[config.mk]
export PLATFORM = sky130hd
export DESIGN_NAME = usb_standard_request_handler
export DESIGN_NICKNAME = d
export VERILOG_FILES = /design/src/hdl/usr_pkg.sv /design/src/hdl/usr_front.sv /design/src/hdl/usr_queue.sv /design/src/hdl/usr_back.sv /design/src/hdl/usb_standard_request_handler.sv
export SDC_FILE = /design/constraint.sdc
export NUM_CORES = 1
export LEC_CHECK = 0
export ABC_AREA = 1
export BUFFER_PORTS_ARGS = -buffer_cell sky130_fd_sc_hd__buf_2
export CELL_PAD_IN_SITES_DETAIL_PLACEMENT = 0
export CELL_PAD_IN_SITES_GLOBAL_PLACEMENT = 1
export CORE_MARGIN = 2
export CORE_UTILIZATION = 35
export CTS_BUF_LIST = sky130_fd_sc_hd__clkbuf_4 sky130_fd_sc_hd__clkbuf_8 sky130_fd_sc_hd__clkbuf_16
export DETAILED_ROUTE_END_ITERATION = 12
export HOLD_SLACK_MARGIN = 0.02
export MAX_ROUTING_LAYER = met4
export PLACE_DENSITY_LB_ADDON = 0.1
export SLEW_MARGIN = 20
export SYNTH_ARGS = -nofsm -noshare
export SYNTH_HDL_FRONTEND = slang
export SYNTH_SLANG_ARGS = --single-unit
export TNS_END_PERCENT = 20
[constraint.sdc]
create_clock -name clk -period 4.4 [get_ports clk]
set_input_delay 0.44 -clock clk [delete_from_list [all_inputs] [get_ports clk]]
set_output_delay 0.44 -clock clk [all_outputs]
set_load 0.005 [all_outputs]
[src/hdl/usr_pkg.sv]
// shared types, request codes and result codes of the standard request handler
package usr_pkg;

  localparam int NUM_STRINGS_DEF = 4;
  localparam int MAX_PACKET_DEF  = 64;
  localparam int Q_DEPTH         = 2;
  localparam int ADDR_W          = 5;
  localparam int DATA_W          = 32;

  // bmRequestType values
  localparam logic [7:0] TYPE_MASK    = 8'h60;
  localparam logic [7:0] RT_DEV_OUT   = 8'h00;
  localparam logic [7:0] RT_EP_OUT    = 8'h02;
  localparam logic [7:0] RT_DEV_IN    = 8'h80;
  localparam logic [7:0] RT_IF_IN     = 8'h81;
  localparam logic [7:0] RT_EP_IN     = 8'h82;

  // bRequest values
  localparam logic [7:0] REQ_GET_STATUS     = 8'h00;
  localparam logic [7:0] REQ_CLEAR_FEATURE  = 8'h01;
  localparam logic [7:0] REQ_SET_FEATURE    = 8'h03;
  localparam logic [7:0] REQ_SET_ADDRESS    = 8'h05;
  localparam logic [7:0] REQ_GET_DESC       = 8'h06;
  localparam logic [7:0] REQ_GET_CONFIG     = 8'h08;
  localparam logic [7:0] REQ_SET_CONFIG     = 8'h09;
  localparam logic [7:0] REQ_GET_INTERFACE  = 8'h0A;
  localparam logic [7:0] REQ_SET_INTERFACE  = 8'h0B;

  // descriptor types
  localparam logic [7:0] DT_DEVICE = 8'h01;
  localparam logic [7:0] DT_CONFIG = 8'h02;
  localparam logic [7:0] DT_STRING = 8'h03;
  localparam logic [7:0] DT_HID    = 8'h21;
  localparam logic [7:0] DT_REPORT = 8'h22;

  // feature selectors and endpoint
  localparam logic [7:0] FEAT_EP_HALT     = 8'h00;
  localparam logic [7:0] FEAT_REMOTE_WAKE = 8'h01;
  localparam logic [7:0] EP3_IN_ADDR      = 8'h83;

  // result codes
  localparam logic [1:0] RESP_STALL = 2'd0;
  localparam logic [1:0] RESP_ACK   = 2'd1;
  localparam logic [1:0] RESP_DATA  = 2'd2;

  localparam logic [2:0] SRC_INLINE = 3'd0;
  localparam logic [2:0] SRC_DEVICE = 3'd1;
  localparam logic [2:0] SRC_CONFIG = 3'd2;
  localparam logic [2:0] SRC_STRING = 3'd3;
  localparam logic [2:0] SRC_HID    = 3'd4;
  localparam logic [2:0] SRC_REPORT = 3'd5;

  // register indexes
  localparam logic [2:0] REG_DEVICE_LEN = 3'd0;
  localparam logic [2:0] REG_CONFIG_LEN = 3'd1;
  localparam logic [2:0] REG_HID_LEN    = 3'd2;
  localparam logic [2:0] REG_REPORT_LEN = 3'd3;
  localparam logic [2:0] REG_STRING_LEN = 3'd4;

  typedef enum logic [3:0] {
    OP_STALL,
    OP_DATA,
    OP_ACK,
    OP_HALT_SET,
    OP_HALT_CLR,
    OP_WAKE_SET,
    OP_WAKE_CLR,
    OP_STATUS_DEV,
    OP_STATUS_EP,
    OP_GET_CONFIG,
    OP_SET_CONFIG
  } op_t;

  typedef struct packed {
    op_t        op;
    logic [6:0] dlen;
    logic [2:0] src;
    logic [1:0] ssel;
    logic [7:0] arg;
  } cmd_t;

  typedef struct packed {
    logic [1:0] response;
    logic [6:0] data_len;
    logic [7:0] reply_byte0;
    logic [2:0] reply_source;
    logic [1:0] string_select;
    logic       ep3_halt;
    logic       clear_ep3_toggle;
    logic       wakeup_enabled;
    logic [7:0] config_current;
    logic       suspend_watch;
  } result_t;

endpackage

[src/hdl/usr_front.sv]
// request classifier: turns a setup packet into a command for the back end
module usr_front #(
  parameter int NUM_STRINGS = usr_pkg::NUM_STRINGS_DEF,
  parameter int MAX_PACKET  = usr_pkg::MAX_PACKET_DEF
) (
  input  logic [7:0]  request_type,
  input  logic [7:0]  request_code,
  input  logic [7:0]  value_low,
  input  logic [7:0]  value_high,
  input  logic [7:0]  index_low,
  input  logic [15:0] requested_len,
  input  logic [6:0]  device_desc_len,
  input  logic [6:0]  config_desc_len,
  input  logic [6:0]  hid_desc_len,
  input  logic [6:0]  report_desc_len,
  input  logic [31:0] string_desc_lens,
  output usr_pkg::cmd_t cmd
);
  import usr_pkg::*;

  logic [7:0] desc;
  logic [7:0] sat;
  logic [2:0] dsrc;
  logic [1:0] dsel;
  logic [6:0] clipped;

  // descriptor length lookup
  always_comb begin
    desc = 8'd0;
    dsrc = SRC_INLINE;
    dsel = 2'd0;
    unique case (value_high)
      DT_DEVICE: begin
        desc = {1'b0, device_desc_len};
        dsrc = SRC_DEVICE;
      end
      DT_CONFIG: begin
        desc = {1'b0, config_desc_len};
        dsrc = SRC_CONFIG;
      end
      DT_STRING: begin
        if (value_low < 8'(NUM_STRINGS)) begin
          desc = string_desc_lens[8*value_low[1:0] +: 8];
          dsrc = SRC_STRING;
          dsel = value_low[1:0];
        end
      end
      DT_HID: begin
        desc = {1'b0, hid_desc_len};
        dsrc = SRC_HID;
      end
      DT_REPORT: begin
        desc = {1'b0, report_desc_len};
        dsrc = SRC_REPORT;
      end
      default: ;
    endcase
  end

  // saturate to packet size, then clip to wLength
  always_comb begin
    sat     = (desc > 8'(MAX_PACKET)) ? 8'(MAX_PACKET) : desc;
    clipped = (requested_len < {8'd0, sat}) ? requested_len[6:0] : sat[6:0];
  end

  always_comb begin
    cmd      = '0;
    cmd.op   = OP_STALL;
    cmd.arg  = value_low;
    if ((request_type & TYPE_MASK) == 8'd0) begin
      unique case (request_code)
        REQ_GET_DESC: begin
          if (desc != 8'd0) begin
            cmd.op   = OP_DATA;
            cmd.dlen = clipped;
            cmd.src  = dsrc;
            cmd.ssel = dsel;
          end
        end
        REQ_SET_FEATURE, REQ_CLEAR_FEATURE: begin
          if (request_type == RT_EP_OUT && value_low == FEAT_EP_HALT &&
              index_low == EP3_IN_ADDR) begin
            cmd.op = (request_code == REQ_SET_FEATURE) ? OP_HALT_SET : OP_HALT_CLR;
          end else if (request_type == RT_DEV_OUT && value_low == FEAT_REMOTE_WAKE) begin
            cmd.op = (request_code == REQ_SET_FEATURE) ? OP_WAKE_SET : OP_WAKE_CLR;
          end
        end
        REQ_GET_STATUS: begin
          cmd.dlen = 7'd2;
          if (request_type == RT_DEV_IN) begin
            cmd.op = OP_STATUS_DEV;
          end else if (request_type == RT_IF_IN) begin
            cmd.op = OP_DATA;
          end else if (request_type == RT_EP_IN && index_low == EP3_IN_ADDR) begin
            cmd.op = OP_STATUS_EP;
          end else begin
            cmd.dlen = 7'd0;
          end
        end
        REQ_SET_INTERFACE: begin
          if (value_low == 8'd0 && index_low == 8'd0) cmd.op = OP_ACK;
        end
        REQ_GET_INTERFACE: begin
          if (index_low == 8'd0) begin
            cmd.op   = OP_DATA;
            cmd.dlen = 7'd1;
          end
        end
        REQ_GET_CONFIG: begin
          cmd.op   = OP_GET_CONFIG;
          cmd.dlen = 7'd1;
        end
        REQ_SET_CONFIG:  cmd.op = OP_SET_CONFIG;
        REQ_SET_ADDRESS: cmd.op = OP_ACK;
        default: ;
      endcase
    end
  end

endmodule

[src/hdl/usr_queue.sv]
// short command queue between classifier and executor
module usr_queue (
  input  logic          clk,
  input  logic          rst,
  input  logic          push,
  input  usr_pkg::cmd_t push_cmd,
  output logic          full,
  input  logic          pop,
  output logic          not_empty,
  output usr_pkg::cmd_t head
);
  import usr_pkg::*;

  localparam int PTR_W = (Q_DEPTH > 1) ? $clog2(Q_DEPTH) : 1;

  cmd_t             slots [Q_DEPTH];
  logic [PTR_W-1:0] wr_ptr;
  logic [PTR_W-1:0] rd_ptr;
  logic [PTR_W:0]   count;

  assign full      = (count == (PTR_W+1)'(Q_DEPTH));
  assign not_empty = (count != '0);
  assign head      = slots[rd_ptr];

  always_ff @(posedge clk) begin
    if (push) slots[wr_ptr] <= push_cmd;
  end

  always_ff @(posedge clk) begin
    if (rst) begin
      wr_ptr <= '0;
      rd_ptr <= '0;
      count  <= '0;
    end else begin
      if (push) wr_ptr <= (wr_ptr == PTR_W'(Q_DEPTH-1)) ? '0 : wr_ptr + 1'b1;
      if (pop)  rd_ptr <= (rd_ptr == PTR_W'(Q_DEPTH-1)) ? '0 : rd_ptr + 1'b1;
      count <= count + (PTR_W+1)'(push) - (PTR_W+1)'(pop);
    end
  end

endmodule

[src/hdl/usr_back.sv]
// executor: applies commands to device state and holds the result register
module usr_back (
  input  logic             clk,
  input  logic             rst,
  input  logic             cmd_valid,
  input  usr_pkg::cmd_t    cmd,
  output logic             cmd_pop,
  output logic             result_valid,
  input  logic             result_ready,
  output usr_pkg::result_t result
);
  import usr_pkg::*;

  logic [7:0] config_value, config_value_next;
  logic       wake_on, wake_on_next;
  logic       halted, halted_next;
  logic       watch_on, watch_on_next;
  logic       toggle;
  logic [1:0] resp;
  logic [7:0] b0;

  assign cmd_pop = cmd_valid && (!result_valid || result_ready);

  always_comb begin
    config_value_next = config_value;
    wake_on_next      = wake_on;
    halted_next       = halted;
    watch_on_next     = watch_on;
    toggle            = 1'b0;
    resp              = RESP_STALL;
    b0                = 8'd0;
    unique case (cmd.op)
      OP_STALL: ;
      OP_DATA:  resp = RESP_DATA;
      OP_ACK:   resp = RESP_ACK;
      OP_HALT_SET: begin
        halted_next = 1'b1;
        resp        = RESP_ACK;
      end
      OP_HALT_CLR: begin
        halted_next = 1'b0;
        toggle      = 1'b1;
        resp        = RESP_ACK;
      end
      OP_WAKE_SET: begin
        wake_on_next = 1'b1;
        resp         = RESP_ACK;
      end
      OP_WAKE_CLR: begin
        wake_on_next = 1'b0;
        resp         = RESP_ACK;
      end
      OP_STATUS_DEV: begin
        resp = RESP_DATA;
        b0   = {6'd0, wake_on, 1'b1};
      end
      OP_STATUS_EP: begin
        resp = RESP_DATA;
        b0   = {7'd0, halted};
      end
      OP_GET_CONFIG: begin
        resp = RESP_DATA;
        b0   = config_value;
      end
      OP_SET_CONFIG: begin
        config_value_next = cmd.arg;
        if (cmd.arg != 8'd0) watch_on_next = 1'b1;
        resp = RESP_ACK;
      end
      default: ;
    endcase
  end

  always_ff @(posedge clk) begin
    if (rst) begin
      config_value <= 8'd0;
      wake_on      <= 1'b0;
      halted       <= 1'b0;
      watch_on     <= 1'b0;
      result_valid <= 1'b0;
    end else begin
      if (cmd_pop) begin
        config_value <= config_value_next;
        wake_on      <= wake_on_next;
        halted       <= halted_next;
        watch_on     <= watch_on_next;
        result_valid <= 1'b1;
      end else if (result_ready) begin
        result_valid <= 1'b0;
      end
    end
  end

  always_ff @(posedge clk) begin
    if (cmd_pop) begin
      result.response         <= resp;
      result.data_len         <= cmd.dlen;
      result.reply_byte0      <= b0;
      result.reply_source     <= cmd.src;
      result.string_select    <= cmd.ssel;
      result.ep3_halt         <= halted_next;
      result.clear_ep3_toggle <= toggle;
      result.wakeup_enabled   <= wake_on_next;
      result.config_current   <= config_value_next;
      result.suspend_watch    <= watch_on_next;
    end
  end

endmodule

[src/hdl/usb_standard_request_handler.sv]
// endpoint-0 standard request handler, top level with register port
//
// takes one 8-byte setup packet per transfer on the setup channel
// (setup_valid / setup_ready) and gives one answer per packet on the
// result channel (result_valid / result_ready): stall, status acknowledge
// or data stage with inline bytes or a descriptor source
// the front classifier decodes the packet in the cycle it is accepted and
// writes a command into a two-entry queue; the back executor pops it,
// updates configuration, remote wakeup, endpoint 3 halt and suspend watch,
// and loads the result register
// the command passes through the queue and then the result register before
// result_valid rises; throughput is one packet per cycle while the result side
// keeps taking transfers
// when the receiver stalls the result register holds, the queue fills
// and setup_ready drops once both queue entries are taken
// reset is synchronous: it empties the queue and the result register,
// clears all device state and loads the descriptor length defaults
// descriptor lengths sit behind the apb port (byte address 4 * index);
// the user must write them only while no packet is in flight, unchecked by the block
module usb_standard_request_handler #(
  parameter int NUM_STRINGS = usr_pkg::NUM_STRINGS_DEF,
  parameter int MAX_PACKET  = usr_pkg::MAX_PACKET_DEF
) (
  input  logic                       clk,
  input  logic                       rst,
  // register port
  input  logic                       psel,
  input  logic                       penable,
  input  logic                       pwrite,
  input  logic [usr_pkg::ADDR_W-1:0] paddr,
  input  logic [usr_pkg::DATA_W-1:0] pwdata,
  output logic [usr_pkg::DATA_W-1:0] prdata,
  output logic                       pready,
  // setup channel
  input  logic                       setup_valid,
  output logic                       setup_ready,
  input  logic [7:0]                 request_type,
  input  logic [7:0]                 request_code,
  input  logic [7:0]                 value_low,
  input  logic [7:0]                 value_high,
  input  logic [7:0]                 index_low,
  input  logic [7:0]                 index_high,
  input  logic [15:0]                requested_len,
  // result channel
  output logic                       result_valid,
  input  logic                       result_ready,
  output logic [1:0]                 response,
  output logic [6:0]                 data_len,
  output logic [7:0]                 reply_byte0,
  output logic [7:0]                 reply_byte1,
  output logic [2:0]                 reply_source,
  output logic [1:0]                 string_select,
  output logic                       ep3_halt,
  output logic                       clear_ep3_toggle,
  output logic                       wakeup_enabled,
  output logic [7:0]                 config_current,
  output logic                       suspend_watch
);
  import usr_pkg::*;

  logic [6:0]  device_desc_len;
  logic [6:0]  config_desc_len;
  logic [6:0]  hid_desc_len;
  logic [6:0]  report_desc_len;
  logic [31:0] string_desc_lens;
  logic [2:0]  reg_idx;
  logic        reg_wr;

  cmd_t    front_cmd;
  cmd_t    head_cmd;
  logic    q_full;
  logic    q_valid;
  logic    q_pop;
  result_t result;

  // register port: always ready, word addressed
  assign pready  = 1'b1;
  assign reg_idx = paddr[4:2];
  assign reg_wr  = psel && penable && pwrite;

  always_ff @(posedge clk) begin
    if (rst) begin
      device_desc_len  <= 7'd18;
      config_desc_len  <= 7'd34;
      hid_desc_len     <= 7'd9;
      report_desc_len  <= 7'd52;
      string_desc_lens <= 32'd4;
    end else if (reg_wr) begin
      unique case (reg_idx)
        REG_DEVICE_LEN: device_desc_len  <= pwdata[6:0];
        REG_CONFIG_LEN: config_desc_len  <= pwdata[6:0];
        REG_HID_LEN:    hid_desc_len     <= pwdata[6:0];
        REG_REPORT_LEN: report_desc_len  <= pwdata[6:0];
        REG_STRING_LEN: string_desc_lens <= pwdata;
        default: ;
      endcase
    end
  end

  always_comb begin
    unique case (reg_idx)
      REG_DEVICE_LEN: prdata = {25'd0, device_desc_len};
      REG_CONFIG_LEN: prdata = {25'd0, config_desc_len};
      REG_HID_LEN:    prdata = {25'd0, hid_desc_len};
      REG_REPORT_LEN: prdata = {25'd0, report_desc_len};
      REG_STRING_LEN: prdata = string_desc_lens;
      default:        prdata = '0;
    endcase
  end

  // front: classify the packet as it is taken
  usr_front #(
    .NUM_STRINGS(NUM_STRINGS),
    .MAX_PACKET (MAX_PACKET)
  ) u_front (
    .request_type    (request_type),
    .request_code    (request_code),
    .value_low       (value_low),
    .value_high      (value_high),
    .index_low       (index_low),
    .requested_len   (requested_len),
    .device_desc_len (device_desc_len),
    .config_desc_len (config_desc_len),
    .hid_desc_len    (hid_desc_len),
    .report_desc_len (report_desc_len),
    .string_desc_lens(string_desc_lens),
    .cmd             (front_cmd)
  );

  // wIndex high byte plays no part in any standard request handled here
  assign setup_ready = !q_full;

  usr_queue u_queue (
    .clk      (clk),
    .rst      (rst),
    .push     (setup_valid && setup_ready),
    .push_cmd (front_cmd),
    .full     (q_full),
    .pop      (q_pop),
    .not_empty(q_valid),
    .head     (head_cmd)
  );

  usr_back u_back (
    .clk         (clk),
    .rst         (rst),
    .cmd_valid   (q_valid),
    .cmd         (head_cmd),
    .cmd_pop     (q_pop),
    .result_valid(result_valid),
    .result_ready(result_ready),
    .result      (result)
  );

  assign response         = result.response;
  assign data_len         = result.data_len;
  assign reply_byte0      = result.reply_byte0;
  assign reply_byte1      = 8'd0;
  assign reply_source     = result.reply_source;
  assign string_select    = result.string_select;
  assign ep3_halt         = result.ep3_halt;
  assign clear_ep3_toggle = result.clear_ep3_toggle;
  assign wakeup_enabled   = result.wakeup_enabled;
  assign config_current   = result.config_current;
  assign suspend_watch    = result.suspend_watch;

endmodule

Word level (Yosys, flattened, before mapping)
Memory sizes are Yosys's and may differ from the RTL's. A register that Yosys moved wholly into a read port is not among the register bits.
Index checks and enable logic that the tools add are counted.
W data, S select, Z words.
{ "totals": {"ram_bits": 48, "n_memories": 1, "regBits": 110, "in_bits": 108, "elab_cells": 138, "latch_bits": 0, "rom_bits": 0} }
{ "memory_table": {"columns": ["name", "words", "width", "rd", "rd_ports_with_merged_regs", "wr", "line_no", "text"], "rows": [
  ["u_queue.slots", 2, 24, 1, 1, 1, "usr_queue.sv:16", "cmd_t slots [Q_DEPTH];"]
]} }
{ "classes": {"n_eq_ne": 34, "magnitude_cmp": 3, "n_div": 0, "muxes": 42, "add_sub_neg": 4, "shifts": 1, "n_reduce_logical": 30, "bitwise": 0, "mul": 0} }
{ "op_table": {"columns": ["op", "n"], "rows": [
  ["$pmux W32 S5", 1],
  ["$logic_not A8 Y1", 5],
  ["$pmux W8 S5", 1],
  ["$eq A8 B2 Y1 const B", 4],
  ["$eq A8 B4 Y1 const B", 4],
  ["$eq A8 B8 Y1 const B", 4],
  ["$mux W8", 4],
  ["$pmux W4 S8", 1],
  ["$shiftx A32 B6 Y8", 1],
  ["$pmux W7 S4", 1],
  ["$eq A8 B1 Y1 const B", 3],
  ["$pmux W8 S3", 1],
  ["$mux W7", 3],
  ["$mux W4", 5],
  ["$eq A4 B3 Y1 const B", 4],
  ["$eq A8 B3 Y1 const B", 2],
  ["$eq A8 B6 Y1 const B", 2],
  ["$lt A16 B8 Y1", 1],
  ["$mux W16", 1],
  ["$reduce_bool A8 Y1", 2],
  ["$pmux W3 S5", 1],
  ["$mux W13", 1],
  ["$eq A4 B4 Y1 const B", 3],
  ["$mux W2", 6],
  ["25 further kinds", 53]
]} }

Logic depth before layout (Yosys ltp)
Gate-level depths: netlist (run 1).
{ "logic_depth": {"ltp_word": 10, "depth_mapped": 25} }

Hierarchy
A second synthesis (run 1) with hierarchy kept.
{ "unflattened": {"cells_unflattened": 1087, "hier_area_um2": 8699.6} }
{ "by_module_without_submodules": {"columns": ["module", "seq_area_each_um2", "n_inst", "area_per_inst_um2", "cells_per_inst"], "rows": [
  ["usb_standard_request_handler", 1201.2, 1, 3193.1, 505],
  ["usr_queue", 1541.5, 1, 2062.0, 106],
  ["usr_back", 1261.2, 1, 1879.3, 180],
  ["usr_front", 0.0, 1, 1565.3, 296]
]} }

Worst setup path before layout (run 1)
No wires, ideal clock.
{ "synth_path": {"path_type": "input to register", "startpoint": "in result_ready", "endpoint": "reg u_queue.count[1]", "t_required_ps": 4330, "arrival_ps": 3438, "setup_time_ps": 70, "setup_slack_ps": 892, "cell_stages": 8, "cell_sequence": "nor2_1 > a21oi_1 > ha_1 > inv_1 > ha_1 > xor2_1 > o21ai_0 > a21oi_1"} }
{ "synth_via": {"elab_chain_len": 3} }
{ "synth_rtl": {"columns": ["item", "line_no", "text"], "rows": [
  ["start, declared", "usb_standard_request_handler.sv:46", "input logic result_ready,"],
  ["$logic_or A1 B1 Y1", "usr_back.sv:22", "assign cmd_pop = cmd_valid && (!result_valid || result_ready);"],
  ["$logic_and A1 B1 Y1", "usr_back.sv:22", null],
  ["net q_pop", "usb_standard_request_handler.sv:73", "logic q_pop;"],
  ["$sub A2 B1 Y2", "usr_queue.sv:37", "count <= count + (PTR_W+1)'(push) - (PTR_W+1)'(pop);"],
  ["end signal, assigned", "usr_queue.sv:37", null],
  ["end, declared", "usr_queue.sv:19", "logic [PTR_W:0] count;"]
]} }
The timed path passes the listed nets, and every way through them passes these cells.
A chain may end at the register's enable or synchronous reset.

==> run_results.csv, run 1 <==
group,metric,value,unit
outcome,outcome,"finished clean",
placement,dp_slack,0.515,ns
timing,timing.final.crit_share,78.7,%
yosys,synth_top_flop_cell,"edfxtp_1",
clocking,cts_max_level,4,
die,start_util,35.8,%
flow_run,cap_violations,0,
yosys,syn-cell-area,0.00757,mm^2
timing,whs,0.210,ns
critical_path,startpoint_type,"primary input",
hold_path,hold_class,"primary input to flip-flop",
route,drtIter0Drc,354,
yosys,synth_cell_types,46,
clocking,cts_tree,"built",
timing,setup_violations,0,
power,seq_power_share,45.3,%
die,rows,53,
yosys,synthTopCellsByArea,"edfxtp_1 (33%), dfxtp_1 (20%), nand2_1 (6.4%)",
route,drtPass1Iterations,5,
route,routed_wl,20000,um
clocking,root_buffer,"clkbuf_16",
yosys,synth-edff-count,82,
yosys,ys_ff_latch,159,
timing,slew_viol_final,0,
power,swShare,30.2,%
die,core,0.0212,mm^2
power,powerDensity,481,mW/mm^2
timing,worst_clock_skew,0.0185,ns
timing,fmax,289,MHz
timing,setup_tns,0,ns
global_routing,antenna_found_initial,1,
power,leakage,0.00405,uW
clocking,clkTransAtPathRegs,0.07,ns
cells_and_area,nets,1182,
global_routing,grt_max_degree,62,
yosys,synth_cells,896,
clocking,cts_inserted_buffers,17,
route,antenna_left,0,
timing,setup_ws,0.935,ns
critical_path,critPathSlowestCell,"a2111oi_0",
critical_path,worstSetupPathType,"primary input to flip-flop",
die,die_area,0.0228,mm^2
critical_path,crit_chain,"buf_2 > nor2_2 > nand2_1 > o21ai_1 > nor2_1 > nor2_1 > nor2_1 > nand2_1 > nor2_2 > nand2_1 > nand2_2 > nand2_1 > ha_1 > a21oi_1 > o211ai_1 > a2111oi_0 > buf_4 > nand2_2 > nand2_1 > nand3_1 > a21oi_1",
power,intPower,3120,uW
yosys,synth_top_cell_by_area,"edfxtp_1",
placement,dp.final_hpwl,14700,um
clocking,clkSinkCount,159,
global_routing,grt_pass1_vias,5902,
power,clkPwrFrac,33.4,%
global_routing,grt_pass1_wl,31000,um
power,comb_power_share,21.3,%
die,die_y,151,um
timing,rsz0062_at_grt,"no",
power,total_power,4460,uW
yosys,yosysTopAreaCellShare,32.5,%
cells_and_area,drive_gt1_share,23.2,%
route,drt_drc_violations_left,0,
power,ir_worst_vdd,0.272,mV
clocking,postCtsSetupBuffers,0,
route,viasPerCell,4.71,
placement,placed_area,0.00869,mm^2
critical_path,slowest_delay,0.37,ns
yosys,ys_seq_area_share,52.9,%
power,p_sw,1350,uW
hold_path,min_path_cells,1,
global_routing,grt_usage,18.5,%
timing,post-route-min-period,3.46,ns
yosys,ys_warn_count,0,
placement,routabilityCongestion,0.833,
critical_path,worstPathRequired,4.65,ns
clocking,holdBufCountCts,0,
timing,hold_viol_final,0,
die,die_x,151,um
placement,portBuffers,165,
route,vias,6379,
clocking,clock_path_buffers,2,
cells_and_area,area_delta_synth_final,22.7,%
yosys,async_reset_ff_share,0,%
yosys,synth.avg_cell_area,8.45,um^2
critical_path,rr_worst_depth,19,
yosys,ys_top_cells_by_count,"nand2_1 (130), nor2_1 (127), inv_1 (126)",
global_routing,grt-ovfl-total,0,
yosys,yosysMostFrequentCell,"nand2_1",
cells_and_area,fin_area,0.00929,mm^2
route,wl_per_cell,14.7,um
critical_path,crit_path_end_kind,"flip-flop",
critical_path,worstPathArrival,3.72,ns
critical_path,cp_max_fo,21,
timing,slew_headroom,32.5,%
critical_path,crit_top_cell,"nand2_1",
clocking,cts_resized,0,
die,ios,185,
clocking,clock_latency,0.44,ns
timing,tightest_slew,1.01,ns
through the flow:
step                      util [%]  std cells
after CTS                     43.9       1353
after global placement        41.1       1321
after detailed placement      41.1       1321
final                         43.9       1354
after floorplan                  -        904
after global routing          43.9       1354
layout make-up:
| cell class | count | area (um^2) |
|---|---|---|
| fillers | 2195 | 11900 |
| flip-flops and latches | 159 | 4000 |
| multi-input cells | 580 | 2930 |
| repair buffers | 179 | 931 |
| inverters | 128 | 480 |
| clock buffers | 17 | 425 |
| well taps | 275 | 344 |
| clock inverters | 15 | 173 |
| diodes | 1 | 2.50 |
power by group through the flow:
stage                     clock network, uW  logic (uW)  registers [uW]
final                                  1490         949            2020
after global routing                   1590        1090            2060
after CTS                              1520         970            2030
after detailed placement                  0         965            2060
after global placement                    0         959            2060
after floorplan                           0         559            2070
registers in the layout, indices dropped and copies added (netlist names), named ones only:
signal               cells
u_back.result           34
u_back.watch_on          1
u_queue.wr_ptr           1
u_queue.rd_ptr           1
u_back.config_value      8
report_desc_len          7
device_desc_len          7
u_queue.slots           48
u_queue.count            2
u_back.halted            1
u_back.wake_on           1
string_desc_lens        32
config_desc_len          7
hid_desc_len             7
u_back.result_valid      1
path summary, 6_finish.rpt:
| kind | startpoint | end | slack [ns] |
|---|---|---|---|
| worst max register to register | string_desc_lens[16]$_SDFFE_PP0P_ | u_queue.slots[0][13]$_DFFE_PP_ | 1.07 |
| worst min register to register | string_desc_lens[21]$_SDFFE_PP0P_ | string_desc_lens[21]$_SDFFE_PP0P_ | 0.47 |
| worst min-delay path | value_low[6] | u_queue.slots[1][6]$_DFFE_PP_ | 0.21 |
| worst max-delay path | value_low[0] | u_queue.slots[0][13]$_DFFE_PP_ | 0.94 |
per-layer routing:
metal / global-route usage (%) / wire length [um] / up-vias
met3: 3.43 / 766 / 22
met4: 6.54 / 340 / 0
li1: - / - / 3322
met1: 24.3 / 9500 / 2895
met5: - / 0 / -
met2: 28.7 / 9360 / 140
logic make-up after synthesis:
logic type / share of synthesized area [%]
AND/OR/NAND/NOR: 19.0
XOR/XNOR: 0.231
other: 0.0992
AO/OA/AOI/OAI: 14.2
buffers and inverters: 9.01
flip-flops: 52.9
multiplexers: 3.11
adder cells (fa/ha/maj): 1.49
cell usage in the layout, fill, tap and decap left out, types with 6 or more instances in the layout:
cell,n
a21oi_1,61
buf_2,165
buf_4,14
clkbuf_16,17
conb_1,10
dfxtp_1,77
edfxtp_1,82
ha_1,9
inv_1,126
mux2_2,20
nand2_1,130
nand3_1,51
nor2_1,125
nor2_2,7
nor3_1,11
nor4_1,6
o211ai_1,6
o21ai_0,97
o21ai_1,6
critical path: cells and delay by family:
kind | cells | cell delay, ns
and+or+nand+nor | 13 | 1.50
AOI/OAI and AO/OA | 5 | 0.86
buffers and inverters | 2 | 0.57
adders and majority gates | 1 | 0.30
Note: power is estimated with default switching activity, not from simulation.
==> run 2: changes to the inputs <==
--- a/config.mk
+++ b/config.mk
@@ -5,7 +5,7 @@
 export SDC_FILE = /design/constraint.sdc
 export NUM_CORES = 1
 export LEC_CHECK = 0
-export ABC_AREA = 1
+export ABC_AREA = 0
 export BUFFER_PORTS_ARGS = -buffer_cell sky130_fd_sc_hd__buf_2
 export CELL_PAD_IN_SITES_DETAIL_PLACEMENT = 0
 export CELL_PAD_IN_SITES_GLOBAL_PLACEMENT = 1
==> constraint.sdc (replaced) <==
create_clock -name clk -period 3.2 [get_ports clk]
set_input_delay 0.32 -clock clk [delete_from_list [all_inputs] [get_ports clk]]
set_output_delay 0.32 -clock clk [all_outputs]
set_load 0.005 [all_outputs]
==> run_results.csv, run 2 <==
group,metric,value,unit
route,routed_wl,20900,um
yosys,ys_warn_count,0,
critical_path,timing.rr.start,"string_desc_lens[23]$_SDFFE_PP0P_",
yosys,ys_ff_latch,159,
route,drtIter0Drc,309,
hold_path,min-delay-start,"value_low[3]",
critical_path,crit_top_cell,"a21oi_2",
flow_run,cap_violations,0,
route,drtPass1Iterations,5,
cells_and_area,final_common_cell,"buf_2",
critical_path,startpoint_type,"flip-flop",
placement,routabilityCongestion,0.869,
yosys,async_reset_ff_share,0,%
critical_path,worstPathArrival,3.58,ns
timing,rsz0062_at_grt,"yes",
placement,dp_slack,-0.516,ns
yosys,yosysTopAreaCellShare,32.2,%
timing,slew_headroom,54.8,%
cells_and_area,nets,1103,
die,rows,54,
clocking,clkTransAtPathRegs,0.07,ns
yosys,synth_top_cell_by_area,"edfxtp_1",
cells_and_area,largest_register_ffs,48,
critical_path,crit_chain,"mux4_2 > or2_4 > a21o_4 > a21oi_2 > inv_1 > ha_1 > nand4_1 > o2111ai_2 > a21oi_2 > and2_4 > a31oi_4 > buf_12 > mux2_4 > nor2_4",
critical_path,slowest_delay,0.51,ns
yosys,synthTopCellsByArea,"edfxtp_1 (32%), dfxtp_1 (20%), mux2i_1 (8.8%)",
cells_and_area,final_cell_count_no_fill,1279,
timing,worst_clock_skew,0.0115,ns
cells_and_area,final_cell_mix,"buf_2 (165), nand2_1 (115), buf_4 (96), edfxtp_1 (82), dfxtp_1 (72)",
global_routing,grt_pass1_vias,6195,
clocking,cts_max_level,4,
die,ios,185,
power,ir_worst_vdd,0.353,mV
timing,setup_ws,-0.0973,ns
cells_and_area,fill_cells,2076,
die,start_util,35.4,%
placement,dp.final_hpwl,15400,um
yosys,ys_seq_area_share,52.4,%
global_routing,grt_usage,18.5,%
global_routing,antenna_found_initial,0,
route,drt_drc_violations_left,0,
yosys,synth.avg_cell_area,10.3,um^2
route,viasPerCell,4.90,
timing,fmax,303,MHz
critical_path,cp_max_fo,6,
cells_and_area,antenna_cells,0,
yosys,synth_top_flop_cell,"edfxtp_1",
clocking,clkSinkCount,159,
cells_and_area,drive_gt1_share,35.5,%
clocking,cts_tree,"built",
die,die_y,152,um
critical_path,crit_buf_inv,2,
power,total_power,5820,uW
clocking,cts_inserted_buffers,17,
global_routing,grt_max_degree,47,
cells_and_area,utilization,46.6,%
critical_path,worstSetupPathType,"flip-flop to flip-flop",
critical_path,crit_path_end_kind,"flip-flop",
yosys,synth_cells,746,
clocking,clock_latency,0.43,ns
clocking,clock_path_buffers,2,
placement,portBuffers,165,
critical_path,reg2reg_slack,-0.1,ns
timing,whs,0.111,ns
timing,tightest_slew,0.677,ns
route,vias,6267,
yosys,syn-cell-area,0.00765,mm^2
die,core,0.0216,mm^2
cells_and_area,reg_top3,"u_queue.slots: 48 flops, u_back.result: 34 flops, string_desc_lens: 32 flops",
yosys,synth_cell_types,62,
die,die_area,0.0230,mm^2
outcome,outcome,"finished with violations",
route,wl_per_cell,16.3,um
cells_and_area,area_delta_synth_final,31.7,%
global_routing,grt_pass1_wl,32800,um
timing,post-route-min-period,3.30,ns
yosys,synth-edff-count,82,
power,leakage,0.00421,uW
placement,placedCellCount,1231,
hold_path,hold_class,"primary input to flip-flop",
clocking,root_buffer,"clkbuf_16",
power,powerDensity,578,mW/mm^2
critical_path,cp_top_family,"compound AO/OA/AOI/OAI gates",
global_routing,grt-ovfl-total,0,
yosys,ys_top_cells_by_count,"nand2_1 (115), edfxtp_1 (82), dfxtp_1 (77)",
outcome,violations,"setup timing",
critical_path,cp-startpoint,"string_desc_lens[23]$_SDFFE_PP0P_",
critical_path,critPathSlowestCell,"mux4_2",
cells_and_area,regMostFlops,"u_queue.slots",
timing,slew_viol_final,0,
timing,timing.final.crit_share,103,%
timing,hold_viol_final,0,
timing,setup_violations,12,
yosys,yosysMostFrequentCell,"nand2_1",
route,antenna_left,0,
critical_path,worstPathRequired,3.49,ns
die,die_x,152,um
run 2: changes by cell type after synthesis, moves of 33 or more:
cell / change
mux2i_1: +66
inv_1: -110
and2_1: +33
o21ai_0: -85
nand3_1: -45
nor2_1: -57
run 2: per-stage QoR:
step,setup TNS (ns),area (um^2)
3_5_place_dp,-6.44,9270
2_1_floorplan,-1.60,7700
6_report,-0.634,10100
3_3_place_gp,-5.02,9270
5_1_grt,-2.95,10100
4_1_cts,-0.812,9960
run 2: final timing paths:
kind | to | cells after the start
setup / recovery | u_queue.slots[0][15]$_DFFE_PP_ | 14
hold / removal | u_queue.slots[1][3]$_DFFE_PP_ | 1
setup reg to reg | u_queue.slots[0][15]$_DFFE_PP_ | 14
hold reg to reg | u_back.config_value[2]$_SDFFE_PP0P_ | 2
run 2: cell families (layout without fill, tap and decap cells):
group,count (synthesis),count (layout),share of synthesized area [%]
and+or+nand+nor,283,283,17.5
DFF,159,159,52.4
AOI/OAI and AO/OA,130,130,10.5
muxes,91,91,13.6
buffers and inverters,66,311,3.81
adders and majority gates,9,9,1.47
xor gates and xnor gates,6,6,0.687
other,2,10,0.0982
run 2: where the power goes:
group	total, uW	leakage [uW]	internal [uW]	switching [uW]
registers	2670	0.00143	2540	131
clock network	2010	0.000284	1130	883
logic	1130	0.00250	482	651
run 2: cell type report:
cell class	count	area (um^2)	share of cell area [%]
Sequential cell	159	4010	39.8
Multi-Input combinational cell	529	3480	34.6
Timing Repair Buffer	263	1590	15.7
Clock buffer	20	454	4.51
Tap cell	280	350	3.48
Clock inverter	12	128	1.27
Inverter	16	60.1	0.596
run 2: repair_timing:
action                     4_1_cts  5_1_grt
setup endpoints to repair       14       26
buffers inserted                10        6
pin swaps                        7        7
resized for setup               12       12
hold buffers                     0        0
run 2: layer usage:
| metal | global-route usage, % | vias to the layer above | wire length [um] |
|---|---|---|---|
| li1 | - | 3121 | - |
| met1 | 23.3 | 2961 | 9260 |
| met2 | 30.7 | 164 | 10500 |
| met3 | 2.88 | 21 | 767 |
| met4 | 5.52 | 0 | 327 |
| met5 | - | - | 0 |
